`src/tle_pkg.sv`:
```
// ----------------------------------------------------------------------------
// tle_pkg: shared types and constants of the telnet line editor
// Byte codes, result kinds, parser phases and the result list type.
// ----------------------------------------------------------------------------
`default_nettype none

package tle_pkg;

  localparam int TLE_LINE_LIMIT = 128;
  localparam logic [6:0] TLE_MAX_LEN_RESET = 7'd99;

  localparam logic [7:0] B_IAC    = 8'hFF;
  localparam logic [7:0] B_DO     = 8'hFD;
  localparam logic [7:0] B_DONT   = 8'hFE;
  localparam logic [7:0] B_ECHO   = 8'h01;
  localparam logic [7:0] B_CR     = 8'h0D;
  localparam logic [7:0] B_LF     = 8'h0A;
  localparam logic [7:0] B_NUL    = 8'h00;
  localparam logic [7:0] B_BS     = 8'h08;
  localparam logic [7:0] B_DEL    = 8'h7F;
  localparam logic [7:0] B_SPACE  = 8'h20;
  localparam logic [7:0] B_TILDE  = 8'h7E;
  localparam logic [7:0] B_PROMPT = 8'h3E;

  localparam logic [1:0] K_SEND   = 2'd0;
  localparam logic [1:0] K_APPEND = 2'd1;
  localparam logic [1:0] K_ERASE  = 2'd2;
  localparam logic [1:0] K_EOL    = 2'd3;

  localparam logic [1:0] PH_TEXT = 2'd0;
  localparam logic [1:0] PH_IAC  = 2'd1;
  localparam logic [1:0] PH_VERB = 2'd2;

  localparam int RES_MAX = 4;

  typedef struct packed {
    logic [1:0] kind;
    logic [7:0] data;
  } res_t;

  typedef struct packed {
    logic [2:0]               cnt;
    res_t [RES_MAX-1:0]       ent;
  } res_list_t;

endpackage

`default_nettype wire

```
`src/tle_decode.sv`:
```
// ----------------------------------------------------------------------------
// tle_decode: parser state and per-byte result list
// Holds the editor state and the line length register, and builds the list
// of up to four results for the item being accepted.
// ----------------------------------------------------------------------------
`default_nettype none

module tle_decode #(
  parameter int LINE_LIMIT = tle_pkg::TLE_LINE_LIMIT
) (
  input  wire logic                clk,
  input  wire logic                rst_n,
  input  wire logic                cfg_we,
  input  wire logic [6:0]          cfg_max_line_length,
  input  wire logic                in_take,
  input  wire logic [7:0]          in_rx_byte,
  input  wire logic                in_new_connection,
  output tle_pkg::res_list_t       res_list
);
  import tle_pkg::*;

  localparam int CAP_MAX = (LINE_LIMIT - 1 < 127) ? LINE_LIMIT - 1 : 127;

  logic [6:0] max_len_r;
  logic       echo_on_r, echo_on_nxt;
  logic [6:0] line_count_r, line_count_nxt;
  logic [1:0] phase_r, phase_nxt;
  logic [7:0] verb_r, verb_nxt;
  logic       after_cr_r, after_cr_nxt;

  logic [6:0] cap;
  logic       skip;
  logic       printable;
  res_list_t  lst;

  always_comb begin
    cap = max_len_r;
    if (cap == 7'd0) cap = 7'd1;
    if (cap > 7'(CAP_MAX)) cap = 7'(CAP_MAX);
  end

  assign printable = (in_rx_byte >= B_SPACE) && (in_rx_byte <= B_TILDE);

  always_comb begin
    echo_on_nxt    = echo_on_r;
    line_count_nxt = line_count_r;
    phase_nxt      = phase_r;
    verb_nxt       = verb_r;
    after_cr_nxt   = after_cr_r;
    skip           = 1'b0;
    lst            = '0;
    if (in_new_connection) begin
      echo_on_nxt    = 1'b1;
      line_count_nxt = 7'd0;
      phase_nxt      = PH_TEXT;
      verb_nxt       = 8'd0;
      after_cr_nxt   = 1'b0;
    end else begin
      unique case (phase_r)
        PH_TEXT: begin
          if (after_cr_r) begin
            after_cr_nxt = 1'b0;
            skip = (in_rx_byte == B_LF) || (in_rx_byte == B_NUL);
          end
          if (!skip) begin
            if (line_count_r >= cap || in_rx_byte == B_CR) begin
              if (echo_on_r) begin
                lst.ent[0] = '{K_SEND, B_CR};
                lst.ent[1] = '{K_SEND, B_LF};
                lst.ent[2] = '{K_EOL, 8'd0};
                lst.ent[3] = '{K_SEND, B_PROMPT};
                lst.cnt    = 3'd4;
              end else begin
                lst.ent[0] = '{K_EOL, 8'd0};
                lst.ent[1] = '{K_SEND, B_PROMPT};
                lst.cnt    = 3'd2;
              end
              line_count_nxt = 7'd0;
              after_cr_nxt   = 1'b1;
            end else if (in_rx_byte == B_IAC) begin
              phase_nxt = PH_IAC;
            end else if (in_rx_byte == B_BS || in_rx_byte == B_DEL) begin
              if (line_count_r != 7'd0) begin
                if (echo_on_r) begin
                  lst.ent[0] = '{K_SEND, B_BS};
                  lst.ent[1] = '{K_SEND, B_SPACE};
                  lst.ent[2] = '{K_SEND, B_BS};
                  lst.ent[3] = '{K_ERASE, 8'd0};
                  lst.cnt    = 3'd4;
                end else begin
                  lst.ent[0] = '{K_ERASE, 8'd0};
                  lst.cnt    = 3'd1;
                end
                line_count_nxt = line_count_r - 7'd1;
              end
            end else if (printable) begin
              lst.ent[0] = '{K_APPEND, in_rx_byte};
              lst.ent[1] = '{K_SEND, in_rx_byte};
              lst.cnt    = echo_on_r ? 3'd2 : 3'd1;
              line_count_nxt = line_count_r + 7'd1;
            end
          end
        end
        PH_IAC: begin
          verb_nxt  = in_rx_byte;
          phase_nxt = PH_VERB;
        end
        default: begin
          if (in_rx_byte == B_ECHO) begin
            if (verb_r == B_DO) echo_on_nxt = 1'b1;
            else if (verb_r == B_DONT) echo_on_nxt = 1'b0;
          end
          phase_nxt = PH_TEXT;
        end
      endcase
    end
  end

  assign res_list = lst;

  always_ff @(posedge clk) begin
    if (!rst_n) begin
      max_len_r    <= TLE_MAX_LEN_RESET;
      echo_on_r    <= 1'b1;
      line_count_r <= 7'd0;
      phase_r      <= PH_TEXT;
      verb_r       <= 8'd0;
      after_cr_r   <= 1'b0;
    end else begin
      if (cfg_we) max_len_r <= cfg_max_line_length;
      if (in_take) begin
        echo_on_r    <= echo_on_nxt;
        line_count_r <= line_count_nxt;
        phase_r      <= phase_nxt;
        verb_r       <= verb_nxt;
        after_cr_r   <= after_cr_nxt;
      end
    end
  end

`ifndef NO_ASSERTIONS
  a_phase_legal: assert property (@(posedge clk) disable iff (!rst_n)
    phase_r != 2'd3)
    else $error("parser phase out of range");
  a_count_cap: assert property (@(posedge clk) disable iff (!rst_n)
    line_count_r <= 7'(CAP_MAX))
    else $error("line count above limit");
  a_eol_marks_cr: assert property (@(posedge clk) disable iff (!rst_n)
    in_take && !in_new_connection && phase_r == PH_TEXT
      && (lst.ent[0].kind == K_EOL || lst.ent[2].kind == K_EOL)
      |=> after_cr_r && line_count_r == 7'd0)
    else $error("end of line did not reset line state");
`endif

endmodule

`default_nettype wire

```
`src/tle_resbuf.sv`:
```
// ----------------------------------------------------------------------------
// tle_resbuf: result buffer
// Loads the result list of one item and hands it out one entry per cycle while out_ready is high.
// ----------------------------------------------------------------------------
`default_nettype none

module tle_resbuf (
  input  wire logic                clk,
  input  wire logic                rst_n,
  input  wire logic                load,
  input  tle_pkg::res_list_t       res_list,
  output logic                     free,
  output logic                     out_valid,
  input  wire logic                out_ready,
  output logic [1:0]               out_kind,
  output logic [7:0]               out_data,
  output logic                     out_last
);
  import tle_pkg::*;

  res_t [RES_MAX-1:0] ent_r;
  logic [2:0]         cnt_r;
  logic [1:0]         idx_r;
  logic               pop;

  assign out_valid = (cnt_r != 3'd0);
  assign out_last  = ({1'b0, idx_r} == cnt_r - 3'd1);
  assign out_kind  = ent_r[idx_r].kind;
  assign out_data  = ent_r[idx_r].data;
  assign pop       = out_valid && out_ready;
  assign free      = !out_valid || (pop && out_last);

  always_ff @(posedge clk) begin
    if (load) ent_r <= res_list.ent;
  end

  always_ff @(posedge clk) begin
    if (!rst_n) begin
      cnt_r <= 3'd0;
      idx_r <= 2'd0;
    end else if (load) begin
      cnt_r <= res_list.cnt;
      idx_r <= 2'd0;
    end else if (pop) begin
      if (out_last) begin
        cnt_r <= 3'd0;
        idx_r <= 2'd0;
      end else begin
        idx_r <= idx_r + 2'd1;
      end
    end
  end

`ifndef NO_ASSERTIONS
  a_idx_in_list: assert property (@(posedge clk) disable iff (!rst_n)
    out_valid |-> ({1'b0, idx_r} < cnt_r))
    else $error("result index past list end");
  a_cnt_range: assert property (@(posedge clk) disable iff (!rst_n)
    cnt_r <= 3'(RES_MAX))
    else $error("result count out of range");
  a_more_follows: assert property (@(posedge clk) disable iff (!rst_n)
    pop && !out_last |=> out_valid && idx_r == $past(idx_r) + 2'd1)
    else $error("result list cut short");
  a_drained: assert property (@(posedge clk) disable iff (!rst_n)
    pop && out_last && !load |=> !out_valid)
    else $error("result after final entry");
  a_no_overwrite: assert property (@(posedge clk) disable iff (!rst_n)
    load |-> free)
    else $error("result list overwritten");
`endif

endmodule

`default_nettype wire

```
`src/telnet_line_editor.sv`:
```
// ----------------------------------------------------------------------------
// telnet_line_editor: telnet NVT line editor
// Parses received telnet bytes, edits the input line and emits echo and prompt bytes,
// line edits and end-of-line marks as result items.
//
//   channel | direction | payload
//   in_     | input     | rx_byte, new_connection
//   out_    | output    | kind, data, last
//   cfg_    | input     | max_line_length
//
// An item is decoded in the cycle it is accepted; its 0 to 4 results leave
// the result buffer one per cycle while out_ready is high, starting the next cycle.
// The result buffer's single output port paces the input: a new byte waits
// until the final result of the previous byte is taken.
// in_ready is high while the buffer is empty or its final result is taken.
// Synchronous active-low reset; cfg_ready is always high.
// ----------------------------------------------------------------------------
`default_nettype none

module telnet_line_editor #(
  parameter int LINE_LIMIT = tle_pkg::TLE_LINE_LIMIT
) (
  input  wire logic       clk,
  input  wire logic       rst_n,
  input  wire logic       in_valid,
  output logic            in_ready,
  input  wire logic [7:0] in_rx_byte,
  input  wire logic       in_new_connection,
  output logic            out_valid,
  input  wire logic       out_ready,
  output logic [1:0]      out_kind,
  output logic [7:0]      out_data,
  output logic            out_last,
  input  wire logic       cfg_valid,
  output logic            cfg_ready,
  input  wire logic [6:0] cfg_max_line_length
);
  import tle_pkg::*;

  res_list_t res_list;
  logic      free;
  logic      take;

  assign cfg_ready = 1'b1;
  assign in_ready  = free;
  assign take      = in_valid && free;

  tle_decode #(
    .LINE_LIMIT(LINE_LIMIT)
  ) u_decode (
    .clk                 (clk),
    .rst_n               (rst_n),
    .cfg_we              (cfg_valid && cfg_ready),
    .cfg_max_line_length (cfg_max_line_length),
    .in_take             (take),
    .in_rx_byte          (in_rx_byte),
    .in_new_connection   (in_new_connection),
    .res_list            (res_list)
  );

  tle_resbuf u_resbuf (
    .clk       (clk),
    .rst_n     (rst_n),
    .load      (take),
    .res_list  (res_list),
    .free      (free),
    .out_valid (out_valid),
    .out_ready (out_ready),
    .out_kind  (out_kind),
    .out_data  (out_data),
    .out_last  (out_last)
  );

endmodule

`default_nettype wire
```
`config.mk`:
```
export PLATFORM = sky130hd
export DESIGN_NAME = telnet_line_editor
export DESIGN_NICKNAME = d
export VERILOG_FILES = /design/src/tle_pkg.sv /design/src/tle_decode.sv /design/src/tle_resbuf.sv /design/src/telnet_line_editor.sv
export SDC_FILE = /design/constraint.sdc
export NUM_CORES = 1
export LEC_CHECK = 0
export ABC_AREA = 1
export BUFFER_PORTS_ARGS = -buffer_cell sky130_fd_sc_hd__buf_4
export CORE_MARGIN = 5
export CORE_UTILIZATION = 59
export DETAILED_ROUTE_END_ITERATION = 10
export GPL_TIMING_DRIVEN = 0
export PLACE_DENSITY = 0.77
export SLEW_MARGIN = 20
export SYNTH_ARGS = -nofsm -noshare
export SYNTH_HDL_FRONTEND = slang
export SYNTH_SLANG_ARGS = --single-unit
```
`constraint.sdc`:
```
create_clock -name clk -period 2.86 [get_ports clk]
set_input_delay 0.143 -clock clk [delete_from_list [all_inputs] [get_ports clk]]
set_output_delay 0.143 -clock clk [all_outputs]
set_load 0.03 [all_outputs]
```
==> metrics.json <==
{
  "sta": {
    "holdWs_ns": 0.04469,
    "finClkSkew_ns": 0.01483,
    "timing.final.crit_share_pct": 81.03,
    "slew_headroom_pct": 64.81,
    "setup_viol": 0,
    "fmax_mhz": 431.5,
    "tightest_slew_ns": 0.5279,
    "setup_total_negative_slack_ns": 0,
    "timing.final.max_slew_violations": 0,
    "period_minus_slack_ns": 2.317,
    "hold_viol": 0,
    "rsz0062_at_grt": "no"
  },
  "synth": {
    "synth_seq_area_share_pct": 38.36,
    "post_synth_inst_count": 413,
    "syn-mean-instance-area_um2": 7.328,
    "synth.lib_cells_used.distinct": 41,
    "yosysTopAreaCellShare_pct": 20.50,
    "netlist_area_um2": 3027,
    "seq_cells_post_synth": 49,
    "netlist_top_cells_area": "sky130_fd_sc_hd__dfxtp_1 21%, sky130_fd_sc_hd__edfxtp_1 18%, sky130_fd_sc_hd__nand2_1 12%",
    "synth-warning-count": 0,
    "synth_nets": 449,
    "synth.largest_area_cell": "sky130_fd_sc_hd__dfxtp_1"
  },
  "floorplan": {
    "die_area_um2": 6663,
    "rows": 26,
    "ioPinCount": 35,
    "die_width_um": 81.63,
    "floorplan.core_area_um2": 5042,
    "floorplan.initialDensity_pct": 60.02,
    "die_height_um": 81.63
  },
  "critical_path": {
    "critical_path.max_stage_delay_ns": 0.32,
    "timing.reg2reg.setup_slack_ns": 0.54,
    "crit_path_start": "u_decode.max_len_r[1]",
    "worstPathCellList": "nor4_1 -> a31o_2 -> ha_1 -> inv_1 -> nand2_1 -> nand2_1 -> nand2_1 -> nand2_1 -> nand3_2 -> nor2_1 -> nor2_1 -> a31oi_1 -> nor2_1",
    "timing.critical_path.mode_cell": "sky130_fd_sc_hd__nand2_1",
    "cp_data_required_time_ns": 2.91,
    "critPathTopFamily": "simple AND/OR/NAND/NOR gates",
    "worstPathArrival_ns": 2.36,
    "worstSetupPathType": "reg -> reg",
    "r2r.worst_path.cells": 13,
    "worst-path-stages": 13,
    "worst_setup_path_endpoint": "u_resbuf.ent_r[3]",
    "cp.buffers_inverters": 1,
    "start_kind": "register",
    "critical_path.reg2reg.startpoint": "u_decode.max_len_r[1]",
    "worstPathMaxFanout": 10,
    "critical-path-slowest-cell": "sky130_fd_sc_hd__dfxtp_1",
    "timing.rr.end": "u_resbuf.ent_r[3]",
    "endpoint_kind": "register"
  },
  "clock_network": {
    "postCtsResizedCells": 0,
    "post_cts.repair.setup_buffers": 0,
    "cts.clk_slew.worst_paths_ns": 0.09,
    "cts-root-to-sink-buffers": 2,
    "numClockSinks": 49,
    "cts.htree.levels": 2,
    "cts-root-buf": "sky130_fd_sc_hd__clkbuf_8",
    "postCtsHoldBufs": 0,
    "cts-buffers-inserted": 5,
    "worst_skew_late_latency_ns": 0.31,
    "tritoncts": "built"
  },
  "layout": {
    "area_growth_pct": 14.26,
    "drive_above_1_share_pct": 16.08,
    "antennaDiodeCount": 0,
    "num-fill-cells": 455,
    "finish.net_count": 489
  },
  "drt": {
    "drcViolationCount": 0,
    "antenna_left": 0,
    "drt_iter0_drc": 142,
    "drt_wl_total_um": 6456,
    "drt_pass1_iterations": 4,
    "via_cell_ratio": 5.189,
    "vias": 2719,
    "detail_route.wl_per_cell_um": 12.32
  },
  "global_routing": {
    "grt_use_total_pct": 20.98,
    "initial_antenna_violation_count": 0,
    "largest_net_degree_at_the_start_of_global_routing": 24,
    "overflow": 0,
    "grt_first_pass_wirelength_um": 10990,
    "grt_pass1_vias": 2435
  },
  "run": {
    "maxCapViolCount": 0
  },
  "placement": {
    "detailed_place_hpwl_um": 5017,
    "numPortBuffers": 33,
    "place.gp.congestion": 0.9324
  },
  "worst_hold_path": {
    "timing.hold.worst.class": "in -> reg"
  },
  "power": {
    "worst_vdd_drop_uv": 268.7,
    "cellLeakagePower_nw": 1.614,
    "powerDensity_nw_per_um2": 460.4
  },
  "outcome": {
    "run_status": "completed"
  }
}
-- cells by family (layout without fill, tap and decap cells) --
kind of cell             after synthesis  count (layout)  synth area share (%)
AND/OR/NAND/NOR                      220             220                 34.48
buffers and inverters                 62             103                 8.061
AO/OA/AOI/OAI                         61              61                 11.24
flip-flops                            49              49                 38.36
adder cells (fa/ha/maj)               15              15                 6.449
XOR/XNOR                               4               4                 1.158
other                                  2               2                0.2481
-- Yosys cell counts (all sizes together) --
master and count:
a221oi 1, fa 1, xor2 1, nor4 1, xnor2 3, inv 53, o22ai 1, dfxtp 31
clkinv 1, a31oi 3, nand4 8, nand2 106, clkbuf 5, a21o 1, a21boi 1, o21ai 20
nor3 4, o21bai 2, a31o 1, ha 14, a21oi 29, nand3b 1, o211ai 2, conb 2
or2 3, nor2 65, buf 3, edfxtp 18, nand3 32
-- through the flow --
| stage | setup WS, ns | instances | cell area (µm²) | total power (W) | util (%) |
|---|---|---|---|---|---|
| floorplan | 0.8293 | 413 | 3027 | 0.001063 | - |
| global placement | 0.5914 | 516 | 3362 | 0.001165 | 66.67 |
| detailed placement | 0.5645 | 516 | 3362 | 0.001174 | 66.67 |
| CTS | 0.5491 | 524 | 3458 | 0.001600 | 68.59 |
| global route | 0.3024 | 524 | 3458 | 0.001684 | 68.59 |
| finish | 0.5426 | 524 | 3458 | 0.001592 | 68.59 |
-- metal layers --
layer	GRT usage (%)	vias up	part of all wire, %
met2	36.48	55	49
met3	3.838	9	3.9
met1	26.95	1234	46
met4	5.150	0	1.2
met5	0	-	0
li1	-	1421	-
-- where the power goes --
group	internal, W	total [W]	switching [W]	leakage (nW)
Sequential	0.000771	0.000799	0.0000284	0.436
Clock	0.000196	0.000433	0.000236	0.0512
Combinational	0.000131	0.000360	0.000229	1.13
-- registers in the layout (all words and copies together) (netlist names) --
register / count
u_decode.max_len_r: 7
u_decode.line_count_r: 7
u_resbuf.cnt_r: 3
u_decode.phase_r: 2
u_decode.after_cr_r: 1
u_decode.verb_r: 8
u_decode.echo_on_r: 1
u_resbuf.idx_r: 2
u_resbuf.ent_r: 18
-- cells in the final DEF, fill, tap and decap left out, types with 2 or more instances in the layout --
cell,n
sky130_fd_sc_hd__o21ai_0,19
sky130_fd_sc_hd__nand2_2,5
sky130_fd_sc_hd__xnor2_1,3
sky130_fd_sc_hd__nor2_8,3
sky130_fd_sc_hd__nand2_1,99
sky130_fd_sc_hd__clkbuf_8,6
sky130_fd_sc_hd__nor2_1,59
sky130_fd_sc_hd__conb_1,2
sky130_fd_sc_hd__nand3_1,28
sky130_fd_sc_hd__or2_2,3
sky130_fd_sc_hd__nand4_1,6
sky130_fd_sc_hd__inv_1,49
sky130_fd_sc_hd__nand4_4,2
sky130_fd_sc_hd__edfxtp_1,18
sky130_fd_sc_hd__buf_4,35
sky130_fd_sc_hd__clkbuf_1,5
sky130_fd_sc_hd__nand3_2,4
sky130_fd_sc_hd__nor3_1,4
sky130_fd_sc_hd__dfxtp_1,31
sky130_fd_sc_hd__nand2_4,2
sky130_fd_sc_hd__a21oi_1,28
sky130_fd_sc_hd__inv_2,3
sky130_fd_sc_hd__nor2_2,2
sky130_fd_sc_hd__o21bai_1,2
sky130_fd_sc_hd__a31oi_1,3
sky130_fd_sc_hd__o211ai_1,2
sky130_fd_sc_hd__ha_1,14
-- worst min path at each step --
stage | start | endpoint | slack (ns) | cells after the start
after floorplan | cfg_valid | u_decode.max_len_r[1] | 0.25 | 1
after global placement | cfg_max_line_length[0] | u_decode.max_len_r[0] | 0.35 | 3
after detailed placement | cfg_max_line_length[0] | u_decode.max_len_r[0] | 0.36 | 3
after CTS | cfg_max_line_length[0] | u_decode.max_len_r[0] | 0.04 | 3
after global routing | cfg_max_line_length[0] | u_decode.max_len_r[0] | 0.04 | 3
final | cfg_max_line_length[0] | u_decode.max_len_r[0] | 0.04 | 3
-- cell type report --
cell class | instances | area, µm² | share of cell area [%]
multi-input combinational | 302 | 1622 | 46.89
sequential | 49 | 1161 | 33.57
timing repair buffer | 33 | 247.7 | 7.164
inverter | 54 | 205.2 | 5.933
tap | 70 | 87.58 | 2.533
clock buffer | 6 | 82.58 | 2.388
buffer | 8 | 38.79 | 1.122
clock inverter | 2 | 13.76 | 0.3980
-- tightest hold or removal path: stages --
cell and delay (ns):
sky130_fd_sc_hd__buf_4 0.08, sky130_fd_sc_hd__nand2_1 0.04, sky130_fd_sc_hd__nand3_1 0.06
Note: power is estimated with default switching activity, not from simulation.
